File: src/sv/bfra_pkg.sv
// Package for the best-fit region allocator: widths, codes and the
// command/status structs between controller and datapath. No dependencies.
`timescale 1ns / 1ps
`default_nettype none

package bfra_pkg;

  localparam int ADDR_BITS    = 32;
  localparam int LEN_BITS     = ADDR_BITS + 1;
  localparam int DEV_BITS     = 8;
  localparam int SIZE_BITS    = 32;
  localparam int REQ_BITS     = 2;
  localparam int STAT_BITS    = 3;
  localparam int FREE_ENTRIES_DEF = 64;
  localparam int BUF_ENTRIES_DEF  = 64;
  localparam int IN_DATA_W    = 72;
  localparam int OUT_DATA_W   = 112;

  localparam logic [LEN_BITS-1:0] POOL_RESET = LEN_BITS'(64'h8000_0000);
  localparam logic [LEN_BITS-1:0] SPACE_TOP  = {1'b1, {ADDR_BITS{1'b0}}};

  localparam logic [REQ_BITS-1:0] REQ_ALLOC  = 2'd0;
  localparam logic [REQ_BITS-1:0] REQ_FREE   = 2'd1;
  localparam logic [REQ_BITS-1:0] REQ_LOCATE = 2'd2;

  localparam logic [STAT_BITS-1:0] ST_OK      = 3'd0;
  localparam logic [STAT_BITS-1:0] ST_NO_FIT  = 3'd1;
  localparam logic [STAT_BITS-1:0] ST_UNKNOWN = 3'd2;
  localparam logic [STAT_BITS-1:0] ST_FULL    = 3'd3;
  localparam logic [STAT_BITS-1:0] ST_ZERO    = 3'd4;

  localparam logic [1:0] SCAN_ALLOC  = 2'd0;
  localparam logic [1:0] SCAN_BUFHIT = 2'd1;
  localparam logic [1:0] SCAN_LOCATE = 2'd2;
  localparam logic [1:0] SCAN_NEIGH  = 2'd3;

  typedef struct packed {
    logic                 load;
    logic                 init;
    logic                 scan_start;
    logic [1:0]           scan_mode;
    logic                 calc;
    logic                 commit;
    logic                 emit;
    logic [STAT_BITS-1:0] code;
  } cmd_t;

  typedef struct packed {
    logic [REQ_BITS-1:0] req_type;
    logic                zero_size;
    logic                scan_done;
    logic                slot_found;
    logic                fit_found;
    logic                buf_found;
    logic                place_ok;
    logic                out_free;
  } sts_t;

endpackage

`default_nettype wire

File: src/sv/bfra_ctrl.sv
// Controller state machine of the region allocator.
// Depends on bfra_pkg; drives the datapath through cmd_t, reads sts_t.
`timescale 1ns / 1ps
`default_nettype none

module bfra_ctrl (
  input  wire               clk,
  input  wire               rst,
  input  wire               cfg_wr_en,
  input  wire               s_tvalid,
  output logic              s_tready,
  input  bfra_pkg::sts_t    sts,
  output bfra_pkg::cmd_t    cmd
);
  import bfra_pkg::*;

  localparam logic [3:0] S_INIT   = 4'd0;
  localparam logic [3:0] S_IDLE   = 4'd1;
  localparam logic [3:0] S_DECIDE = 4'd2;
  localparam logic [3:0] S_SCAN_A = 4'd3;
  localparam logic [3:0] S_CHECK  = 4'd4;
  localparam logic [3:0] S_SCAN_F = 4'd5;
  localparam logic [3:0] S_CHECK2 = 4'd6;
  localparam logic [3:0] S_WRITE  = 4'd7;
  localparam logic [3:0] S_RESULT = 4'd8;

  logic [3:0]           state, state_next;
  logic [STAT_BITS-1:0] res_code, res_code_next;

  assign s_tready = (state == S_IDLE) && !cfg_wr_en;

  always_comb begin
    state_next    = state;
    res_code_next = res_code;
    cmd           = '0;
    cmd.code      = res_code;
    case (state)
      S_INIT: begin
        cmd.init   = 1'b1;
        state_next = S_IDLE;
      end
      S_IDLE: begin
        if (s_tvalid && s_tready) begin
          cmd.load   = 1'b1;
          state_next = S_DECIDE;
        end
      end
      S_DECIDE: begin
        case (sts.req_type)
          REQ_ALLOC: begin
            if (sts.zero_size) begin
              res_code_next = ST_ZERO;
              state_next    = S_RESULT;
            end else begin
              cmd.scan_start = 1'b1;
              cmd.scan_mode  = SCAN_ALLOC;
              state_next     = S_SCAN_A;
            end
          end
          REQ_FREE: begin
            cmd.scan_start = 1'b1;
            cmd.scan_mode  = SCAN_BUFHIT;
            state_next     = S_SCAN_A;
          end
          REQ_LOCATE: begin
            cmd.scan_start = 1'b1;
            cmd.scan_mode  = SCAN_LOCATE;
            state_next     = S_SCAN_A;
          end
          default: begin
            res_code_next = ST_OK;
            state_next    = S_RESULT;
          end
        endcase
      end
      S_SCAN_A: begin
        if (sts.scan_done) state_next = S_CHECK;
      end
      S_CHECK: begin
        case (sts.req_type)
          REQ_ALLOC: begin
            if (!sts.slot_found) begin
              res_code_next = ST_FULL;
              state_next    = S_RESULT;
            end else if (!sts.fit_found) begin
              res_code_next = ST_NO_FIT;
              state_next    = S_RESULT;
            end else begin
              cmd.calc   = 1'b1;
              state_next = S_WRITE;
            end
          end
          REQ_FREE: begin
            if (!sts.buf_found) begin
              res_code_next = ST_UNKNOWN;
              state_next    = S_RESULT;
            end else begin
              cmd.scan_start = 1'b1;
              cmd.scan_mode  = SCAN_NEIGH;
              state_next     = S_SCAN_F;
            end
          end
          default: begin
            res_code_next = sts.buf_found ? ST_OK : ST_UNKNOWN;
            state_next    = S_RESULT;
          end
        endcase
      end
      S_SCAN_F: begin
        if (sts.scan_done) state_next = S_CHECK2;
      end
      S_CHECK2: begin
        if (!sts.place_ok) begin
          res_code_next = ST_FULL;
          state_next    = S_RESULT;
        end else begin
          cmd.calc   = 1'b1;
          state_next = S_WRITE;
        end
      end
      S_WRITE: begin
        cmd.commit    = 1'b1;
        res_code_next = ST_OK;
        state_next    = S_RESULT;
      end
      S_RESULT: begin
        if (sts.out_free) begin
          cmd.emit   = 1'b1;
          state_next = S_IDLE;
        end
      end
      default: state_next = S_INIT;
    endcase
    if (cfg_wr_en) state_next = S_INIT;
  end

  always_ff @(posedge clk) begin
    if (rst) begin
      state    <= S_INIT;
      res_code <= ST_OK;
    end else begin
      state    <= state_next;
      res_code <= res_code_next;
    end
  end

endmodule

`default_nettype wire

File: config.mk
export PLATFORM = sky130hd
export DESIGN_NAME = bfra_ctrl
export DESIGN_NICKNAME = d
export VERILOG_FILES = /design/src/sv/bfra_pkg.sv /design/src/sv/bfra_ctrl.sv
export SDC_FILE = /design/constraint.sdc
export NUM_CORES = 1
export LEC_CHECK = 0
export BUFFER_PORTS_ARGS = -buffer_cell sky130_fd_sc_hd__buf_2
export CORE_MARGIN = 2
export CORE_UTILIZATION = 49
export CTS_CLUSTER_DIAMETER = 60
export DETAILED_ROUTE_END_ITERATION = 6
export PLACE_DENSITY = 0.82
export SETUP_SLACK_MARGIN = 0.02
export SKIP_CTS_REPAIR_TIMING = 1
export SLEW_MARGIN = 20
export SYNTH_ARGS = -nofsm -noshare
export SYNTH_HDL_FRONTEND = slang
export SYNTH_SLANG_ARGS = --single-unit
File: constraint.sdc
create_clock -name clk -period 2.37 [get_ports clk]
set_input_delay 0.5925 -clock clk [delete_from_list [all_inputs] [get_ports clk]]
set_output_delay 0.5925 -clock clk [all_outputs]
set_load 0.005 [all_outputs]
# --- Word-level counts from Yosys, hierarchy flattened ---
# Cells that the tools add are included.
op_classes:
  eq_ne: 19
  n_mux: 37
  n_reduce_logical: 10
ops:
  columns: ["operator", "n"]
  rows:
  - ["2-to-1 mux 4 bit", 9]
  - ["one-hot mux 4 bit (9 select lines)", 1]
  - ["2-to-1 mux 3 bit", 8]
  - ["one-hot mux 3 bit (2 select lines)", 3]
  - ["equality test 4 x 3 -> 1 bit, second input constant", 4]
  - ["one-hot mux 4 bit (2 select lines)", 2]
  - ["one-hot mux 3 bit (4 select lines)", 1]
  - ["2-to-1 mux 1 bit", 10]
  - ["!= test 2 bit, second input constant", 5]
  - ["one-hot mux 3 bit (3 select lines)", 1]
  - ["equality test 4 x 2 -> 1 bit, second input constant", 2]
  - ["!= test 3 bit, second input constant", 2]
  - ["AND reduction 6 bit", 1]
  - ["equality test 4 x 1 -> 1 bit, second input constant", 1]
  - ["equality test 4 bit, second input constant", 1]
  - ["zero test 4 bit", 1]
  - ["!= test 4 bit, second input constant", 1]
  - ["AND reduction 4 bit", 1]
  - ["nonzero test 4 bit", 1]
  - ["OR reduction 2 bit", 2]
  - ["equality test 2 x 1 -> 1 bit, second input constant", 1]
  - ["equality test 2 bit, second input constant", 1]
  - ["logical AND 1 bit", 2]
  - ["zero test 2 bit", 1]
  - ["4 further kinds", 4]
word_totals:
  wordCells: 68
  in_bits: 13
  out_inout_bits: 12
  ff_bits: 7

# --- Depth between registers and ports, before layout ---
depth:
  ltp_word: 5
  ltp_mapped: 7
  mapped_depth_nobuf: 7

# --- Least setup slack after synthesis ---
# OpenSTA, ideal clock, no wires.
synth_timing:
  path_kind: "input to output"
  from: "in sts[7] (netlist bit)"
  to: "out cmd[8] (netlist bit)"
  arrival_ps: 1549
  n_path_buf: 0
  path_stages: 7
  setup_slack_ps: 229
  required_time_ps: 1778
  cell_sequence: "inv_1 -> ha_1 -> and2b_1 -> nor2_1 -> nor2_1 -> nand2_1 -> a21boi_0"
synth_rtl:
  columns: ["item", "line", "text"]
  rows:
  - ["start: declaration", "bfra_ctrl.sv:12", "input bfra_pkg::sts_t sts,"]
  - ["end: declaration", "bfra_ctrl.sv:13", "output bfra_pkg::cmd_t cmd"]

==> reports/results.txt <==
Pwr Total - 0.0003287 W
worst r2r dst - state[1]
Total Wirelength - 2124 um
clk_skew - 0.001312 ns
routability cong. - 0.8518
CP required - 1.78 ns
reg2reg start - state[0]
synthesized area per cell - 7.374 um^2
CP Capture Type - primary output
worst path buffer plus inverter count - 1
Final period util - 0.9280
Post-Synthesis Cells - 103
Initial Util - 0.5162
power per cell area - 339.0 nW/um^2
Slew Viols, Final - 0
final hold vios - 0
RSZ-0062 raised after global routing - false
CP endpoint - cmd[5]
vias - 898
global router's overall resource usage - 0.2425
Pleak - 0.4145 nW
Clock Tree Buf Depth - 2
DRT Pass-1 Iters - 4
worst ir drop on vdd - 0.0003739 V
worst-path fanout max - 8
Worst Setup Start Kind - flop
final setup TNS - 0 ns
first-pass GRT wire length - 3408 um
routed len/inst - 14.35 um
Yosys top cell area share - 0.1845
critical path data arrival time - 1.61 ns
FF-to-FF setup slack - 0.61 ns
Critical Path Max Stage Delay - 0.37 ns
Sequential Power Share - 0.388
Crit. Startpoint - state[1]
most frequent cell after synthesis - nor2_1
Post-DP HPWL - 1635 um
Die Height - 43.37 um
mapped cell area - 759.5 um^2
Post-synth ARST share - 0
NetSw - 0.0001029 W
post-synthesis cell type count - 41
CORE AREA - 1471 um^2
Nets - 151
kind of critical path - flop to primary output
status - completed
H-tree depth - 1
Synth top cells by count - 12 x nor2_1, 10 x nand2_1, 9 x o21ai_0
CTS clk-pin slew, worst paths - 0.05 ns
delay-heaviest family, CP - simple AND/OR/NAND/NOR gates
syn_nets - 121
top post-synthesis cells by area - dfxtp_1 18%, ha_1 8.2%, o21ai_0 5.9%, nor2_1 5.9%, nand2_1 4.9%
Diodes inserted - 0
DRC viols - 0
power share of the clock group - 0.339
fin crit period - 2.199 ns
Die Area - 1881 um^2
share of layout cells above drive strength 1 - 0.3333
CTS Root Cell - clkbuf_4
vias in the first global route - 821
worst skew pair latency - 0.26 ns
fmax - 454.7 MHz
Starting DRT DRC Count - 26
CTS Buf Count - 3
Post-synth EDFFs - 0
IO Pins - 25
critical path, cell by cell - nor2_1, nand2_1, o21ai_0, buf_2
slew margin rel. - 0.6178
Max-cap violations - 0
I/O Buffers - 24
Yosys warnings - 0
Site Rows - 14
Int Pwr - 0.0002258 W
post-DR vias/cell - 6.068
Logic pwr share - 0.273
Seq/Total Area, Yosys - 0.1845
DRT antenna net count - 0
initial antenna violation count - 0
CTS tree - yes
reg2reg path depth - 5
#FFs+latches synth - 7
synth-to-layout area growth - 27.68%
sw frac - 0.3131
Slowest-stage cell, CP - dfxtp_1
Main synth FF type - dfxtp_1
Critical Path Stages - 4
Synth area leader - dfxtp_1
final setup fails - 0
die width - 43.37 um
Num Clock Sinks - 7
Tightest Pin Transition - 0.5725 ns
largest net degree at the start of global routing - 17
grt ovf - 0
Hold Crit Class - flop to flop
[cell usage in the layout, fill, tap and decap left out, types with 2 or more instances in the layout]
master,Yosys,final
clkbuf_4,0,3
buf_2,1,24
ha_4,0,2
nor2_1,12,12
inv_2,0,2
nand3_1,5,5
nand3b_1,2,2
ha_1,5,3
a21oi_1,5,5
nand2_1,10,10
o21bai_1,2,2
and2b_1,2,2
mux2i_1,2,2
o21ai_0,9,9
or2_2,2,2
dfxtp_1,7,6
inv_1,5,3
a21boi_1,1,2
nor3_1,3,3
buf_4,1,5
nand2b_1,2,2
nor2b_1,3,3
[sequential cells by signal, indices dropped and copies added (netlist names)]
name,cells
res_code,3
state,4
[stage by stage]
stage	instance area (um^2)	instances	hold WS, ns	setup slack [ns]	util
global placement	917.1	144	0.4365	0.1504	0.6233
floorplan	759.5	103	0.4422	0.2288	-
finish	969.7	148	0.4516	0.1705	0.6590
global route	969.7	148	0.4986	0.06851	0.6590
detailed placement	917.1	144	0.4490	0.06765	0.6233
CTS	943.4	148	0.4557	0.07019	0.6412
[worst min-delay path by stage]
stage / end / start / depth (start not counted)
floorplan: res_code[2] / res_code[2] / 2
global placement: res_code[2] / res_code[2] / 2
finish: res_code[2] / res_code[2] / 2
global route: res_code[2] / res_code[2] / 2
detailed placement: res_code[2] / res_code[2] / 2
CTS: res_code[2] / res_code[2] / 2
[worst reg2reg max path, stage by stage, from the launching register on]
cell and delay (ns):
dfxtp_1 0.48, and4bb_1 0.31, a311oi_2 0.28, o21ai_1 0.12, o21bai_1 0.19, a221oi_2 0.28
[per-layer routing]
layer,part of all wire,track usage,up-vias
li1,-,-,434
met2,0.50,0.4388,42
met3,0.069,0.06250,8
met5,0,0,-
met4,0.033,0.1273,0
met1,0.40,0.2552,414
[cell families after synthesis]
group | share of synthesized area
mux | 0.02636
buf+inv | 0.05107
simple gates | 0.3740
flops | 0.1845
fa+ha+maj | 0.08237
compound gates | 0.2817
[power groups by stage]
stage          registers [W]  clock network (W)  logic (W)
2_1_floorplan       0.000126                  0  0.0000540
3_3_place_gp        0.000130                  0  0.0000788
3_5_place_dp        0.000130                  0  0.0000827
4_1_cts             0.000127           0.000111  0.0000832
5_1_grt             0.000128           0.000118  0.0000982
6_report            0.000127           0.000111  0.0000898
[area by class of cell]
type	instances	area (um^2)
tap	16	20.02
inverter	5	18.77
sequential	7	141.4
timing repair buffer	29	157.7
fill	144	501.7
clock buffer	4	26.28
multi-input combinational	87	605.6
No activity file was read; power rests on OpenSTA's default activity.
